$ cat config.mk
export PLATFORM = sky130hd
export DESIGN_NAME = amf3_classify
export DESIGN_NICKNAME = d
export VERILOG_FILES = /design/src/rtl/amf3_pkg.sv /design/src/rtl/amf3_classify.sv
export SDC_FILE = /design/constraint.sdc
export NUM_CORES = 1
export LEC_CHECK = 0
export BUFFER_PORTS_ARGS = -buffer_cell sky130_fd_sc_hd__buf_2
export CORE_MARGIN = 3
export CORE_UTILIZATION = 30
export CTS_CLUSTER_SIZE = 12
export DETAILED_ROUTE_END_ITERATION = 8
export PLACE_DENSITY = 0.47
export SYNTH_ARGS = -nofsm -noshare
export SYNTH_HDL_FRONTEND = slang
export SYNTH_SLANG_ARGS = --single-unit
$ cat constraint.sdc
create_clock -name clock -period 8.2 [get_ports clock]
set_input_delay 1.64 -clock clock [delete_from_list [all_inputs] [get_ports clock]]
set_output_delay 1.64 -clock clock [all_outputs]
set_load 0.03 [all_outputs]
$ cat src/rtl/amf3_pkg.sv
// Shared types and constants for the AMF3 number encoder.
`default_nettype none
package amf3_pkg;
   localparam logic [7:0] MARKER_INTEGER = 8'h04;
   localparam logic [7:0] MARKER_DOUBLE  = 8'h05;
   localparam logic       OP_NUMBER      = 1'b0;
   localparam logic       OP_HEADER      = 1'b1;
   localparam int         MAX_BYTES      = 9;

   typedef struct packed {
      logic        operation;
      logic [63:0] value_bits;
      logic [28:0] count;
      logic        is_reference;
   } req_type;

   typedef struct packed {
      logic [7:0] out_byte;
      logic       last;
      logic       error;
   } rsp_type;

   // encoded burst of one item, bytes in send order from index 0
   typedef struct packed {
      logic [8:0][7:0] bytes;
      logic [3:0]      len;
      logic            error;
   } burst_type;
endpackage
`default_nettype wire

$ cat src/rtl/amf3_classify.sv
// Stage 1: decide integral range and form the 29-bit value.
`default_nettype none
module amf3_classify (
   input  wire logic              clock,
   input  wire logic              reset,
   input  wire logic              adv,
   input  wire logic              in_valid,
   input  wire amf3_pkg::req_type in_item,
   output logic                   out_valid,
   output logic                   out_is_int,
   output logic                   out_is_hdr,
   output logic                   out_error,
   output logic [28:0]            out_u29,
   output logic [63:0]            out_bits
);
   import amf3_pkg::*;
   logic        valid_ff, is_int_ff, is_hdr_ff, error_ff;
   logic [28:0] u29_ff, u29_in;
   logic [63:0] bits_ff;
   logic        is_int_in;
   logic [10:0] ex;
   logic [51:0] mant, mask;
   logic [5:0]  sh;
   logic [52:0] mag;
   logic [28:0] mag29;

   always_comb begin
      ex = in_item.value_bits[62:52];
      mant = in_item.value_bits[51:0];
      sh = 6'd0;
      mask = '0;
      mag = '0;
      mag29 = '0;
      is_int_in = 1'b0;
      u29_in = '0;
      if (ex == 11'd0 && mant == 52'd0) begin
         is_int_in = 1'b1;
      end else if (ex >= 11'd1023 && ex < 11'd1051) begin
         sh = 6'(11'd1075 - ex);
         mask = ~(52'hf_ffff_ffff_ffff << sh);
         mag = {1'b1, mant} >> sh;
         mag29 = mag[28:0];
         is_int_in = (mant & mask) == 52'd0;
         u29_in = in_item.value_bits[63] ? 29'(0 - mag29) : mag29;
      end else if (ex == 11'd1051 && mant == 52'd0 && in_item.value_bits[63]) begin
         is_int_in = 1'b1;
         u29_in = 29'h1000_0000;
      end
      if (in_item.operation == OP_HEADER)
         u29_in = {in_item.count[27:0], ~in_item.is_reference};
   end

   always_ff @(posedge clock) begin
      if (reset) valid_ff <= 1'b0;
      else if (adv) valid_ff <= in_valid;
      if (adv) begin
         is_int_ff <= is_int_in;
         is_hdr_ff <= in_item.operation == OP_HEADER;
         error_ff  <= in_item.operation == OP_HEADER && in_item.count[28];
         u29_ff    <= u29_in;
         bits_ff   <= in_item.value_bits;
      end
   end
   assign out_valid = valid_ff;
   assign out_is_int = is_int_ff;
   assign out_is_hdr = is_hdr_ff;
   assign out_error = error_ff;
   assign out_u29 = u29_ff;
   assign out_bits = bits_ff;
endmodule
`default_nettype wire

==> flow_summary.yaml <==
placed_design:
  hpwlAfterDp_um: 30670
  post_dp_cell_area_sq_um: 10720
  place_congestion: 0.9695
  io_buffer_count: 195
  dp_worst_setup_slack_ps: 1452
sta:
  slew_headroom_pct: 28.00
  setup_tns_ps: 0
  setup_viol: 0
  finalHoldViolCount: 0
  final_max_slew_viol_count: 0
  layout_setup_ws_ps: 1734
  fin_crit_sh_pct: 78.86
  rsz0062_at_grt: "false"
  clock_skew_ps: 0
  fin_crit_ps: 6466
  maxClockFrequency_ghz: 0.1546
  worst_pin_slew_ps: 1072
cells_and_area:
  nFillCells: 3318
  seqCellArea_sq_um: 2903
  layout-drive-gt1-share_pct: 28.95
  antenna_cells: 0
  syn_to_final_growth_pct: 13.23
  final_nets: 1241
  finalInstanceArea_sq_um: 11020
  multi_input_area_sq_um: 6102
  postLayoutCoreUtil_pct: 34.66
worst_setup_path:
  reg2reg_slack_ps: 7620
  timing_worst_setup_path_type: "primary input to register"
  r2r_end: "out_valid$_SDFFE_PP0P_"
  critPathRequiredTime_ps: 8420
  worstSetupEndpointType: "register"
  reg2reg_depth: 2
  startpoint_type: "primary input"
  cp_slowest_cell: "mux4_1"
  critPathMaxFanout: 33
  arrival_ps: 6690
  rr_startpoint: "out_valid$_SDFFE_PP0P_"
  path_cells: "buf_2, inv_2, ha_2, buf_4, mux4_1, mux2i_1, o22ai_1, a211oi_1, nand4_2, or4_4, or4_1, a41oi_1"
  critical-path-max-stage-delay_ps: 650
power_and_ir_drop:
  p_sw_mw: 0.7162
  power.share.switching_pct: 39.44
  intPower_mw: 1.100
  powerDensity_nw_per_um2: 164.8
  power.combinational.fraction_pct: 42.0
  p_leak_nw: 4.180
  total_power_mw: 1.816
  pwr-share-clk_pct: 25.1
  sequentialPowerShare_pct: 32.9
  irDropWorstVdd_mv: 0.1122
worst_hold_path:
  hold_class: "register to register"
  hold_end: "out_valid$_SDFFE_PP0P_"
  whs_path_depth: 2
  hold_start: "out_valid$_SDFFE_PP0P_"
route:
  drt_wl_total_um: 42410
  drt-initial-drc-count: 1422
  via_per_inst: 6.148
  drt-pass1-iter-count: 6
  drtAntennaViolNets: 0
  vias: 9683
  post-route-drc-count: 0
  wl_per_cell_um: 26.93
cts:
  cts.sinks: 97
  cts_tree: "done"
  cts_root_buf: "clkbuf_16"
  post_cts_buffers: 0
  cts_buffers: 9
  clk_path_buf_depth: 2
  h-tree-depth: 3
  cts_resized: 0
  insertion_delay_ps: 370
  hold_buffers: 0
  path_clk_slew_ps: 70
global_routing:
  grt_overflow: 0
  grt_antenna_before_repair: 0
  grt_max_degree: 58
  grt_pass1_wl_um: 61380
  grt_usage_pct: 23.94
  grt_pass1_vias: 9025
synthesis:
  netlist_area_sq_um: 9734
  yosys_warnings: 0
  synth_edf_count: 96
  seq_area_frac_synth_pct: 29.82
  netlist_top_cells_count: "nand2_1, edfxtp_1, mux2i_1"
  synth_top_cell_area_share_pct: 29.61
  syn_nets: 1121
  synth.largest_area_cell: "edfxtp_1"
  synth_seq_cells: 97
  synthDistinctLibCells: 99
  async_flop_share_pct: 0
  yosysMostFrequentCell: "nand2_1"
  syn_inst: 1015
  synth_area_leaders: "edfxtp_1, mux4_2, mux2i_1, nand2_1, mux2_2"
  ys.flop_type: "edfxtp_1"
  avgSynthCellArea_sq_um: 9.590
floorplanning:
  rows: 65
  dieHeight_um: 186.1
  io_pins: 196
  start_util_pct: 30.61
  core-area_sq_um: 31800
  dieArea_sq_um: 34640
  die_w_um: 186.1
outcome:
  status: "complete, no violations"
flow_run:
  drv_cap: 0
per-stage QoR:
step	cells	hold slack, ps
after floorplan	1015	629.9
after global placement	1559	469.7
after detailed placement	1559	480.5
after CTS	1575	500.2
after global routing	1575	558.9
final	1575	496.2
critical path: cells and delay by family:
family	cells	cell delay [ps]
simple gates	3	1340
buf+inv	3	1150
mux	2	1130
compound gates	3	920
fa+ha+maj	1	480
cell type report:
class	instances	area share (%)
clock buffer	12	2.146
clock inverter	4	0.6130
tap	435	4.938
sequential	97	26.34
timing repair buffer	212	10.06
multi-input combinational	799	55.36
inverter	16	0.5449
worst max-delay path by stage:
stage                           start                    end  slack [ps]  cells after the start
after floorplan           in_item[84]  out_u29[24]$_DFFE_PP_        1900                     18
after global placement    in_item[84]  out_u29[24]$_DFFE_PP_        1520                     12
after detailed placement  in_item[84]  out_u29[24]$_DFFE_PP_        1450                     12
after CTS                 in_item[84]  out_u29[24]$_DFFE_PP_        1850                     12
after global routing      in_item[84]  out_u29[24]$_DFFE_PP_        1560                     11
final                     in_item[84]  out_u29[24]$_DFFE_PP_        1730                     12
layout by cell type, fill, tap and decap left out, types with 10 or more instances in the layout:
cell type	n
o22ai_1	36
a21oi_1	42
mux2i_1	77
o31ai_1	10
edfxtp_1	96
a22oi_1	18
nor2_1	73
nand3_1	29
nand2_1	106
mux2_2	25
nor4_1	24
o211ai_1	20
buf_2	193
nand4_1	11
nand2b_1	11
nor2b_1	11
a211oi_1	12
nor3_1	21
buf_4	19
inv_1	14
mux4_2	40
o21ai_0	44
state kept, by name, summed over array words and instances, names as in the netlist:
signal,flops
out_bits,64
out_u29,29
out_error,1
out_is_hdr,1
out_is_int,1
out_valid,1
per-layer routing:
metal	routed length (um)	vias up	global-route usage, %	part of all wire [%]
met5	0	-	0	0
met4	1477	0	8.698	3.5
met3	4295	95	6.301	10
met2	18600	582	35.92	44
met1	18050	4771	33.37	43
li1	-	4235	-	-
cell families after synthesis:
kind of cell               synth area share [%]
DFF                                       29.82
buffers and inverters                     7.597
AOI/OAI and AO/OA                         20.21
adders and majority gates                0.8997
muxes                                     22.09
xor gates and xnor gates                  1.170
and+or+nand+nor                           18.21
power by group through the flow:
stage / registers, mW / clock network [mW] / logic, mW
5_1_grt: 0.601 / 0.491 / 0.801
4_1_cts: 0.598 / 0.477 / 0.744
6_report: 0.597 / 0.457 / 0.762
2_1_floorplan: 0.690 / 0 / 0.422
3_5_place_dp: 0.609 / 0 / 0.741
3_3_place_gp: 0.608 / 0 / 0.745
No activity file was read; power rests on OpenSTA's default activity.
