--- src/rtl/amf3_pkg.sv ---
// Shared types and constants for the AMF3 number encoder.
`default_nettype none
package amf3_pkg;
   localparam logic [7:0] MARKER_INTEGER = 8'h04;
   localparam logic [7:0] MARKER_DOUBLE  = 8'h05;
   localparam logic       OP_NUMBER      = 1'b0;
   localparam logic       OP_HEADER      = 1'b1;
   localparam int         MAX_BYTES      = 9;

   typedef struct packed {
      logic        operation;
      logic [63:0] value_bits;
      logic [28:0] count;
      logic        is_reference;
   } req_type;

   typedef struct packed {
      logic [7:0] out_byte;
      logic       last;
      logic       error;
   } rsp_type;

   // encoded burst of one item, bytes in send order from index 0
   typedef struct packed {
      logic [8:0][7:0] bytes;
      logic [3:0]      len;
      logic            error;
   } burst_type;
endpackage
`default_nettype wire

--- src/rtl/amf3_pack.sv ---
// Stage 2: lay out the burst of bytes for one item.
`default_nettype none
module amf3_pack (
   input  wire logic         clock,
   input  wire logic         reset,
   input  wire logic         adv,
   input  wire logic         in_valid,
   input  wire logic         in_is_int,
   input  wire logic         in_is_hdr,
   input  wire logic         in_error,
   input  wire logic [28:0]  in_u29,
   input  wire logic [63:0]  in_bits,
   output logic              out_valid,
   output amf3_pkg::burst_type out_burst
);
   import amf3_pkg::*;
   logic      valid_ff;
   burst_type burst_ff, burst_in;
   logic [8:0][7:0] u;
   logic [2:0] ulen;

   always_comb begin
      u = '0;
      if (in_u29 < 29'h80) begin
         u[0] = {1'b0, in_u29[6:0]}; ulen = 3'd1;
      end else if (in_u29 < 29'h4000) begin
         u[0] = {1'b1, in_u29[13:7]}; u[1] = {1'b0, in_u29[6:0]}; ulen = 3'd2;
      end else if (in_u29 < 29'h20_0000) begin
         u[0] = {1'b1, in_u29[20:14]}; u[1] = {1'b1, in_u29[13:7]};
         u[2] = {1'b0, in_u29[6:0]}; ulen = 3'd3;
      end else begin
         u[0] = {1'b1, in_u29[28:22]}; u[1] = {1'b1, in_u29[21:15]};
         u[2] = {1'b1, in_u29[14:8]}; u[3] = in_u29[7:0]; ulen = 3'd4;
      end
      burst_in = '0;
      if (in_is_hdr) begin
         if (in_error) begin
            burst_in.len = 4'd1; burst_in.error = 1'b1;
         end else begin
            burst_in.bytes = u; burst_in.len = {1'b0, ulen};
         end
      end else if (in_is_int) begin
         burst_in.bytes = {u[7:0], MARKER_INTEGER};
         burst_in.len = {1'b0, ulen} + 4'd1;
      end else begin
         for (int i = 0; i < 8; i++) burst_in.bytes[i + 1] = in_bits[8 * (7 - i) +: 8];
         burst_in.bytes[0] = MARKER_DOUBLE;
         burst_in.len = 4'd9;
      end
   end

   always_ff @(posedge clock) begin
      if (reset) valid_ff <= 1'b0;
      else if (adv) valid_ff <= in_valid;
      if (adv) burst_ff <= burst_in;
   end
   assign out_valid = valid_ff;
   assign out_burst = burst_ff;
endmodule
`default_nettype wire

--- config.mk ---
export PLATFORM = sky130hd
export DESIGN_NAME = amf3_pack
export DESIGN_NICKNAME = d
export VERILOG_FILES = /design/src/rtl/amf3_pkg.sv /design/src/rtl/amf3_pack.sv
export SDC_FILE = /design/constraint.sdc
export NUM_CORES = 1
export LEC_CHECK = 0
export BUFFER_PORTS_ARGS = -buffer_cell sky130_fd_sc_hd__buf_4
export CAP_MARGIN = 20
export CORE_UTILIZATION = 52
export CTS_BUF_LIST = sky130_fd_sc_hd__clkbuf_8
export CTS_CLUSTER_SIZE = 16
export DETAILED_ROUTE_END_ITERATION = 16
export PLACE_DENSITY = 0.88
export SYNTH_ARGS = -nofsm -noshare
export SYNTH_HDL_FRONTEND = slang
export SYNTH_SLANG_ARGS = --single-unit
export TNS_END_PERCENT = 1
--- constraint.sdc ---
create_clock -name clock -period 4 [get_ports clock]
set_input_delay 0.2 -clock clock [delete_from_list [all_inputs] [get_ports clock]]
set_output_delay 0.2 -clock clock [all_outputs]
set_load 0.05 [all_outputs]
==> results.json, run 1 <==
{
  "status": "completed",
  "place.gp.congestion": 0.933,
  "setup_ws_ns": 1.78,
  "clk_pin_slew_ns": 0.09,
  "final.setup.tns_ns": 0,
  "grt_pass1_wl_mm": 18.2,
  "p_clk_frac": 0.321,
  "die_w_microns": 87.7,
  "grt_use_met3": 0.0811,
  "synth.distinct_cells": 48,
  "ir_drop_v": 0.000224,
  "synthCells": 321,
  "synth_common_cells": "edfxtp_1 (77), and2_1 (37), nor2_1 (26), a21oi_1 (25), o21ai_0 (19)",
  "synth_top_cell_by_area": "edfxtp_1",
  "final_layout_size_suffix_gt1_frac": 0.411,
  "avgSynthCellArea_sq_um": 11.9,
  "fin_skew_ns": 0,
  "slew_viol_final": 0,
  "yosysTopAreaCellShare": 0.606,
  "grt_overflow": 0,
  "internal_power_uw": 1580,
  "seqPwrFrac": 0.433,
  "routed_via_density": 5.97,
  "hold_violations": 0,
  "cts_htree_levels": 3,
  "combPwrFrac": 0.246,
  "cp-start-kind": "input pin",
  "instances_no_fill": 595,
  "ys_warn_count": 0,
  "clock-sinks": 78,
  "fin_crit_sh": 0.554,
  "via_count": 3550,
  "slowest_delay_ns": 0.56,
  "cts_tree": "done",
  "wire_per_inst_microns": 20.8,
  "root_buffer": "clkbuf_8",
  "setup_viol": 0,
  "postCtsSetupRepairBufs": 0,
  "path_cells": "buf_4 > nor4_4 > nand4_2 > o21ai_2 > inv_1 > a22oi_1 > o21ai_0",
  "crit_type": "input pin to register",
  "grt_pass1_vias": 3455,
  "cp.required_ns": 4.08,
  "final_core_util": 0.786,
  "synth_area_sq_mm": 0.00382,
  "max_slew.worst_pin.slew_ns": 1.01,
  "fmax_mhz": 451,
  "ioPinCount": 178,
  "power_switching_uw": 717,
  "synth_nets": 422,
  "route.detailed.drc": 0,
  "cp_slowest_cell": "o21ai_2",
  "busiest_layer": "met2",
  "drtIter0Drc": 323,
  "crit_buf_inv": 2,
  "die_area_sq_mm": 0.00769,
  "clock_latency_ns": 0.36,
  "core-area_sq_mm": 0.00694,
  "io_buffers": 177,
  "cts_max_path_buffers": 2,
  "rsz0062_at_grt": "false",
  "cts_buffers": 9,
  "die_y_microns": 87.7,
  "async_reset_ff_frac": 0,
  "ys_ff_latch": 78,
  "area_delta_synth_final_pct": 42.9,
  "max-cap-violations": 0,
  "slew_headroom": 0.324,
  "wirelength_mm": 12.3,
  "place_worst_setup_slack_ns": 1.52,
  "min_path_type": "input pin to register",
  "diodes": 0,
  "critPathArrivalTime_ns": 2.30,
  "synth.yosys.seq_area_share": 0.611,
  "use_met2": 0.559,
  "synth_most_common_cell": "edfxtp_1",
  "grtUsageMet1": 0.384,
  "grt_max_degree": 79,
  "finalCriticalPeriod_ns": 2.22,
  "swShare": 0.312,
  "fin_worst_hold_slack_ns": 0.0784,
  "track_usage": 0.326,
  "p_leak_uw": 0.00225,
  "initial_core_util": 0.550,
  "synth_edf_count": 77,
  "grt_antenna_before_repair": 0,
  "hpwl_mm": 8.83,
  "critPathTopFamily": "compound AO/OA/AOI/OAI gates",
  "ant_nets": 0,
  "p_per_area_mw_per_mm2": 421,
  "finalNetCount": 595,
  "drt_pass1_iterations": 5,
  "synthFlopType": "edfxtp_1",
  "placed_cells_incl_taps": 578,
  "endpoint_kind": "register",
  "worstPathMaxFanout": 12,
  "rows": 30,
  "synth_area_leaders": "edfxtp_1 (61%), and2_1 (6.1%), a21oi_1 (3.3%)"
}
## logic make-up (layout without fill, tap and decap cells)
group	count (synthesis)	in the layout	share of synthesized area
multiplexers	3	3	0.00787
adder cells (fa/ha/maj)	1	1	0.00328
buffers and inverters	24	202	0.0298
AO/OA/AOI/OAI	97	97	0.171
XOR/XNOR	1	1	0.00229
flip-flops	78	78	0.611
AND/OR/NAND/NOR	117	117	0.175
## metrics by stage
stage / power, uW / instance area (sq um)
after floorplan: 1330 / 3820
after CTS: 2290 / 5460
final: 2300 / 5460
after global routing: 2350 / 5460
after global placement: 1560 / 5200
after detailed placement: 1570 / 5200
## metal layers
layer  wire, microns  part of all wire  vias to the layer above
met3            1260              0.10                       52
met1            4410              0.36                     1653
li1                -                 -                     1576
met2            6110              0.49                      269
met4             566             0.046                        0
met5               0                 0                        -
## repair_timing
action,CTS,global route
resized for setup,0,0
hold buffers,1,0
hold endpoints to repair,1,0
## power by group through the flow
stage	clock network (uW)	logic (uW)	registers, uW
6_report	736	565	995
3_3_place_gp	0	552	1010
4_1_cts	732	561	995
5_1_grt	759	586	1000
3_5_place_dp	0	557	1010
2_1_floorplan	0	87.1	1250
## state kept, by name, summed over array words and instances (netlist names)
signal	cells
out_valid	1
out_burst	77
## area by class of cell
class,count,area [sq um]
repair buffers,181,1360
clock buffers,9,124
well taps,96,120
flip-flops and latches,78,2330
inverters,5,18.8
clock inverters,7,120
fillers,431,1490
multi-input cells,219,1380
## layout by cell type, fill, tap and decap left out, types with 5 or more instances in the layout
master	instances
clkbuf_8	9
nand2b_1	11
o21ai_0	19
a31oi_1	5
edfxtp_1	77
a221o_1	5
a211o_1	5
nor2_1	25
a21oi_1	25
nand2_1	13
buf_4	180
nand3_1	13
inv_1	5
a22oi_1	14
and2_1	37
## worst min-delay path: cells and delay by family
family | cells | cell delay (ns)
buffers and inverters | 1 | 0.08
muxes | 1 | 0.05
and+or+nand+nor | 1 | 0.07
## worst paths after layout
check / depth (start not counted) / startpoint / slack (ns) / end
setup / recovery: 7 / in_u29[19] / 1.78 / out_burst[18]
hold reg to reg: 2 / out_valid / 0.53 / out_valid
setup reg to reg: 2 / out_valid / 3.40 / out_valid
hold / removal: 3 / in_valid / 0.08 / out_valid
Note: power is estimated with default switching activity, not from simulation.
==> run 2, diff against run 1 <==
--- a/config.mk
+++ b/config.mk
@@ -7,11 +7,11 @@
 export LEC_CHECK = 0
 export BUFFER_PORTS_ARGS = -buffer_cell sky130_fd_sc_hd__buf_4
 export CAP_MARGIN = 20
-export CORE_UTILIZATION = 52
+export CORE_UTILIZATION = 44
 export CTS_BUF_LIST = sky130_fd_sc_hd__clkbuf_8
 export CTS_CLUSTER_SIZE = 16
 export DETAILED_ROUTE_END_ITERATION = 16
-export PLACE_DENSITY = 0.88
+export PLACE_DENSITY = 0.79
 export SYNTH_ARGS = -nofsm -noshare
 export SYNTH_HDL_FRONTEND = slang
 export SYNTH_SLANG_ARGS = --single-unit
==> constraint.sdc (replaced) <==
create_clock -name clock -period 1.8 [get_ports clock]
set_input_delay 0.09 -clock clock [delete_from_list [all_inputs] [get_ports clock]]
set_output_delay 0.09 -clock clock [all_outputs]
set_load 0.05 [all_outputs]
==> run 2 against run 1 <==
Against the previous run: via count is 0.93% higher; utilization is 7.3 points lower; non-clock buffer count is 52 higher; highest routed layer unchanged.
==> results.json, run 2 (synthesis results as in run 1) <==
{
  "die_y_microns": 95.1,
  "clk_pin_slew_ns": 0.09,
  "place_worst_setup_slack_ns": -0.245,
  "worstHoldPathCells": 2,
  "final_area_sq_mm": 0.00591,
  "max_slew.worst_pin.slew_ns": 0.740,
  "rows": 33,
  "cp.required_ns": 1.88,
  "p_per_area_mw_per_mm2": 853,
  "grt_overflow": 0,
  "setup_ws_ns": 0.132,
  "route.detailed.drc": 0,
  "cts_tree": "done",
  "clock-sinks": 78,
  "hp-start": "in_bits[23]",
  "core-area_sq_mm": 0.00830,
  "min_path_type": "input pin to register",
  "via_count": 3583,
  "ir_drop_v": 0.000411,
  "placed_cells_incl_taps": 638,
  "cts_buffers": 9,
  "postCtsSetupRepairBufs": 0,
  "largest_reg_flops": 77,
  "reg2reg_depth": 3,
  "layout_common_cells": "buf_4 (227), edfxtp_1 (77), and2_1 (37)",
  "crit_path_frequent_cell": "buf_4",
  "final_layout_size_suffix_gt1_frac": 0.468,
  "grt_pass1_wl_mm": 18.3,
  "endpoint_kind": "register",
  "die_area_sq_mm": 0.00905,
  "drtIter0Drc": 226,
  "setup_viol": 0,
  "cp_slowest_cell": "o21ai_4",
  "finalCriticalPeriod_ns": 1.67,
  "root_buffer": "clkbuf_8",
  "clock_latency_ns": 0.34,
  "area_delta_synth_final_pct": 54.9,
  "cts_max_path_buffers": 2,
  "grt_pass1_vias": 3479,
  "crit_type": "input pin to register",
  "slowest_delay_ns": 0.36,
  "slew_viol_final": 0,
  "drt_pass1_iterations": 5,
  "final_core_util": 0.712,
  "finalNetCount": 647,
  "worstPathMaxFanout": 8,
  "place.gp.congestion": 0.936,
  "p_total_uw": 5040,
  "routed_via_density": 5.46,
  "fin_skew_ns": 0,
  "ioPinCount": 178,
  "wirelength_mm": 12.4,
  "layout_commonest_cell": "buf_4",
  "cts_htree_levels": 3,
  "fin_crit_sh": 0.926,
  "dpl_cell_area_sq_mm": 0.00566,
  "reg2reg_to": "out_valid",
  "diodes": 0,
  "critPathArrivalTime_ns": 1.75,
  "track_usage": 0.274,
  "cp-start-kind": "input pin",
  "fmax_mhz": 600,
  "timing.rr.start": "out_valid",
  "status": "completed",
  "wire_per_inst_microns": 19.0,
  "initial_core_util": 0.460,
  "path_cells": "buf_4 > nor4_2 > buf_4 > nand4_2 > o21ai_4 > inv_1 > a22oi_1 > o21ai_0",
  "grt_max_degree": 33,
  "rsz0062_at_grt": "false",
  "ant_nets": 0,
  "max-cap-violations": 0,
  "io_buffers": 177,
  "slew_headroom": 0.505,
  "hpwl_mm": 9.68,
  "grt_antenna_before_repair": 0,
  "p_leak_uw": 0.00251,
  "holdPathEnd": "out_burst[60]",
  "reg2reg_setup_slack_ns": 0.65,
  "hold_violations": 0,
  "die_w_microns": 95.1,
  "instances_no_fill": 656
}
## run 2: changes by cell type in the layout (fill, tap and decap cells not counted), moves of 2 or more
cell	before	now
buf_4	180	227
buf_12	0	4
clkinv_2	2	0
clkinvlp_4	0	2
nor2_1	25	23
## run 2: per-layer routing
| metal | up-vias | GRT usage | wire [microns] |
|---|---|---|---|
| li1 | 1682 | - | - |
| met4 | 0 | 0.0795 | 177 |
| met5 | - | 0 | 0 |
| met2 | 184 | 0.471 | 6170 |
| met3 | 18 | 0.0566 | 1020 |
| met1 | 1699 | 0.347 | 5070 |
## run 2: critical path, delay by kind of cell
kind | cells | cell delay [ns]
compound gates | 3 | 0.66
simple gates | 2 | 0.52
buf+inv | 3 | 0.47
## run 2: timing repair
action / CTS / global route
hold buffers: 2 / 0
endpoints found under the hold margin: 1 / 0
endpoints found under the setup margin: 0 / 4
gates resized for setup: 0 / 2
## run 2: area by class of cell
class | instances | area (sq um)
inverter | 5 | 18.8
timing repair buffer | 233 | 1800
clock buffer | 10 | 138
multi-input combinational | 219 | 1400
tap | 105 | 131
clock inverter | 6 | 92.6
sequential | 78 | 2330
fill | 611 | 2390
## run 2: how the worst max path moves through the flow
stage / from / to / slack [ns] / cells past startpoint
finish: in_u29[23] / out_burst[14] / 0.13 / 8
global placement: in_u29[27] / out_burst[17] / -0.21 / 8
detailed placement: in_u29[27] / out_burst[16] / -0.24 / 8
CTS: in_u29[27] / out_burst[14] / 0.11 / 8
global route: in_u29[27] / out_burst[18] / 0.003 / 8
floorplan: in_u29[27] / out_burst[2] / 0.001 / 8
## run 2: where the power goes
part | switching (uW) | leakage (uW) | internal (uW)
Sequential | 44.8 | 0.000749 | 2160
Clock | 689 | 0.000109 | 826
Combinational | 845 | 0.00165 | 477
Total | 1580 | 0.00251 | 3460
## run 2: metrics by stage
step | hold slack (ns) | setup TNS, ns
6_report | 0.0119 | 0
5_1_grt | 0.00297 | 0
4_1_cts | 0.00569 | 0
3_5_place_dp | 0.253 | -2.43
3_3_place_gp | 0.248 | -2.27
2_1_floorplan | 0.162 | 0
==> run 3, diff against run 2 <==
--- a/config.mk
+++ b/config.mk
@@ -11,6 +11,7 @@
 export CTS_BUF_LIST = sky130_fd_sc_hd__clkbuf_8
 export CTS_CLUSTER_SIZE = 16
 export DETAILED_ROUTE_END_ITERATION = 16
+export GPL_TIMING_DRIVEN = 0
 export PLACE_DENSITY = 0.79
 export SYNTH_ARGS = -nofsm -noshare
 export SYNTH_HDL_FRONTEND = slang
==> run 3 against run 2 <==
Against the previous run: worst setup slack worse by 0.038 ns; combinational power is 4% lower; cell count is 3.8% lower; fmax is 2.2% lower; clock power hardly changed; sequential power hardly changed; critical path depth is 1 higher; worst hold slack worse by 0.0030 ns; utilization is 3.2 points lower; final area is 4.5% lower; largest cell class unchanged; largest power group unchanged.
==> results.json, run 3 (synthesis results as in run 1) <==
{
  "endpoint_kind": "register",
  "layout_common_cells": "buf_4 (186), edfxtp_1 (77), and2_1 (37)",
  "setup_ws_ns": 0.0943,
  "clk_pin_slew_ns": 0.09,
  "root_buffer": "clkbuf_8",
  "die_w_microns": 95.1,
  "cp_slowest_cell": "nor4_2",
  "min_path_type": "input pin to register",
  "hold_violations": 0,
  "fill_cells": 635,
  "drt_pass1_iterations": 5,
  "ioPinCount": 178,
  "cts_htree_levels": 3,
  "largest_reg_flops": 77,
  "p_leak_uw": 0.00232,
  "grt_overflow": 0,
  "ir_drop_v": 0.000523,
  "clock_latency_ns": 0.35,
  "slew_headroom": 0.346,
  "die_area_sq_mm": 0.00905,
  "p_per_area_mw_per_mm2": 882,
  "final.setup.tns_ns": 0,
  "layout_commonest_cell": "buf_4",
  "fin_crit_sh": 0.948,
  "initial_core_util": 0.460,
  "max_slew.worst_pin.slew_ns": 0.982,
  "io_buffers": 176,
  "place.gp.congestion": 0.860,
  "grt_pass1_vias": 3259,
  "area_delta_synth_final_pct": 48.0,
  "cts_buffers": 9,
  "clock-sinks": 78,
  "setup_viol": 0,
  "worstPathMaxFanout": 10,
  "grt_antenna_before_repair": 0,
  "crit_type": "input pin to register",
  "critPathArrivalTime_ns": 1.81,
  "slew_viol_final": 0,
  "finalCriticalPeriod_ns": 1.71,
  "cp-start-kind": "input pin",
  "grt_pass1_wl_mm": 17.3,
  "hpwl_mm": 8.88,
  "diodes": 0,
  "fmax_mhz": 586,
  "slowest_delay_ns": 0.32,
  "cts_max_path_buffers": 2,
  "via_count": 3481,
  "critPathTopFamily": "buffers and inverters",
  "place_worst_setup_slack_ns": -0.426,
  "final_layout_size_suffix_gt1_frac": 0.413,
  "routed_via_density": 5.52,
  "path_cells": "buf_4 > nor4_2 > buf_4 > nand2_1 > buf_2 > buf_2 > nor2_2 > ha_1 > a22o_1",
  "fin_skew_ns": 0,
  "route.detailed.drc": 0,
  "wirelength_mm": 12.0,
  "die_y_microns": 95.1,
  "crit_buf_inv": 4,
  "ant_nets": 0,
  "core-area_sq_mm": 0.00830,
  "track_usage": 0.261,
  "cp.required_ns": 1.91,
  "cts_tree": "done",
  "finalNetCount": 622,
  "drtIter0Drc": 245,
  "max-cap-violations": 0,
  "grt_max_degree": 79,
  "wire_per_inst_microns": 19.0,
  "rows": 33,
  "rsz0062_at_grt": "false",
  "status": "completed"
}
## run 3: cell type report
class / count / area, sq um / share of cell area
Tap cell: 105 / 131 / 0.0233
Clock buffer: 10 / 138 / 0.0244
Sequential cell: 78 / 2330 / 0.413
Timing Repair Buffer: 189 / 1440 / 0.255
Multi-Input combinational cell: 219 / 1390 / 0.247
Inverter: 5 / 18.8 / 0.00332
Buffer: 19 / 104 / 0.0184
Clock inverter: 6 / 92.6 / 0.0164
## run 3: routing by layer
metal / vias to the layer above / global-route usage / share of wire
li1: 1634 / - / -
met1: 1639 / 0.345 / 0.41
met2: 185 / 0.420 / 0.48
met3: 23 / 0.0574 / 0.087
met4: 0 / 0.0960 / 0.019
met5: - / 0 / 0
## run 3: worst paths after layout
| path | startpoint | end | slack (ns) | cells after the start |
|---|---|---|---|---|
| hold / removal | in_bits[0] | out_burst[69] | 0.009 | 2 |
| setup / recovery | in_u29[23] | out_burst[2] | 0.09 | 9 |
| setup reg to reg | out_valid | out_valid | 0.63 | 3 |
| hold reg to reg | out_valid | out_valid | 1.09 | 3 |
## run 3: repair_timing
| item | in CTS | in global routing |
|---|---|---|
| pin swaps | 1 | 1 |
| gates resized for setup | 1 | 3 |
| hold buffers | 3 | 5 |
| cloned | 0 | 0 |
| endpoints found under the hold margin | 2 | 5 |
| endpoints found under the setup margin | 7 | 11 |
| buffers inserted | 2 | 3 |
## run 3: metrics by stage
stage                     total power [uW]  hold WS [ns]  area [sq um]  instances   util
after floorplan                       2960         0.162          3830        321      -
after global placement                3480         0.249          5280        602  0.637
after detailed placement              3490         0.254          5280        602  0.637
after CTS                             4980       0.00304          5560        623  0.670
after global routing                  5150      0.000597          5650        631  0.681
final                                 4980       0.00886          5650        631  0.681
## run 3: power by group
| part | switching, uW | leakage (uW) | internal, uW |
|---|---|---|---|
| clock network | 674 | 0.000110 | 828 |
| registers | 42.3 | 0.000749 | 2160 |
| logic | 838 | 0.00147 | 435 |
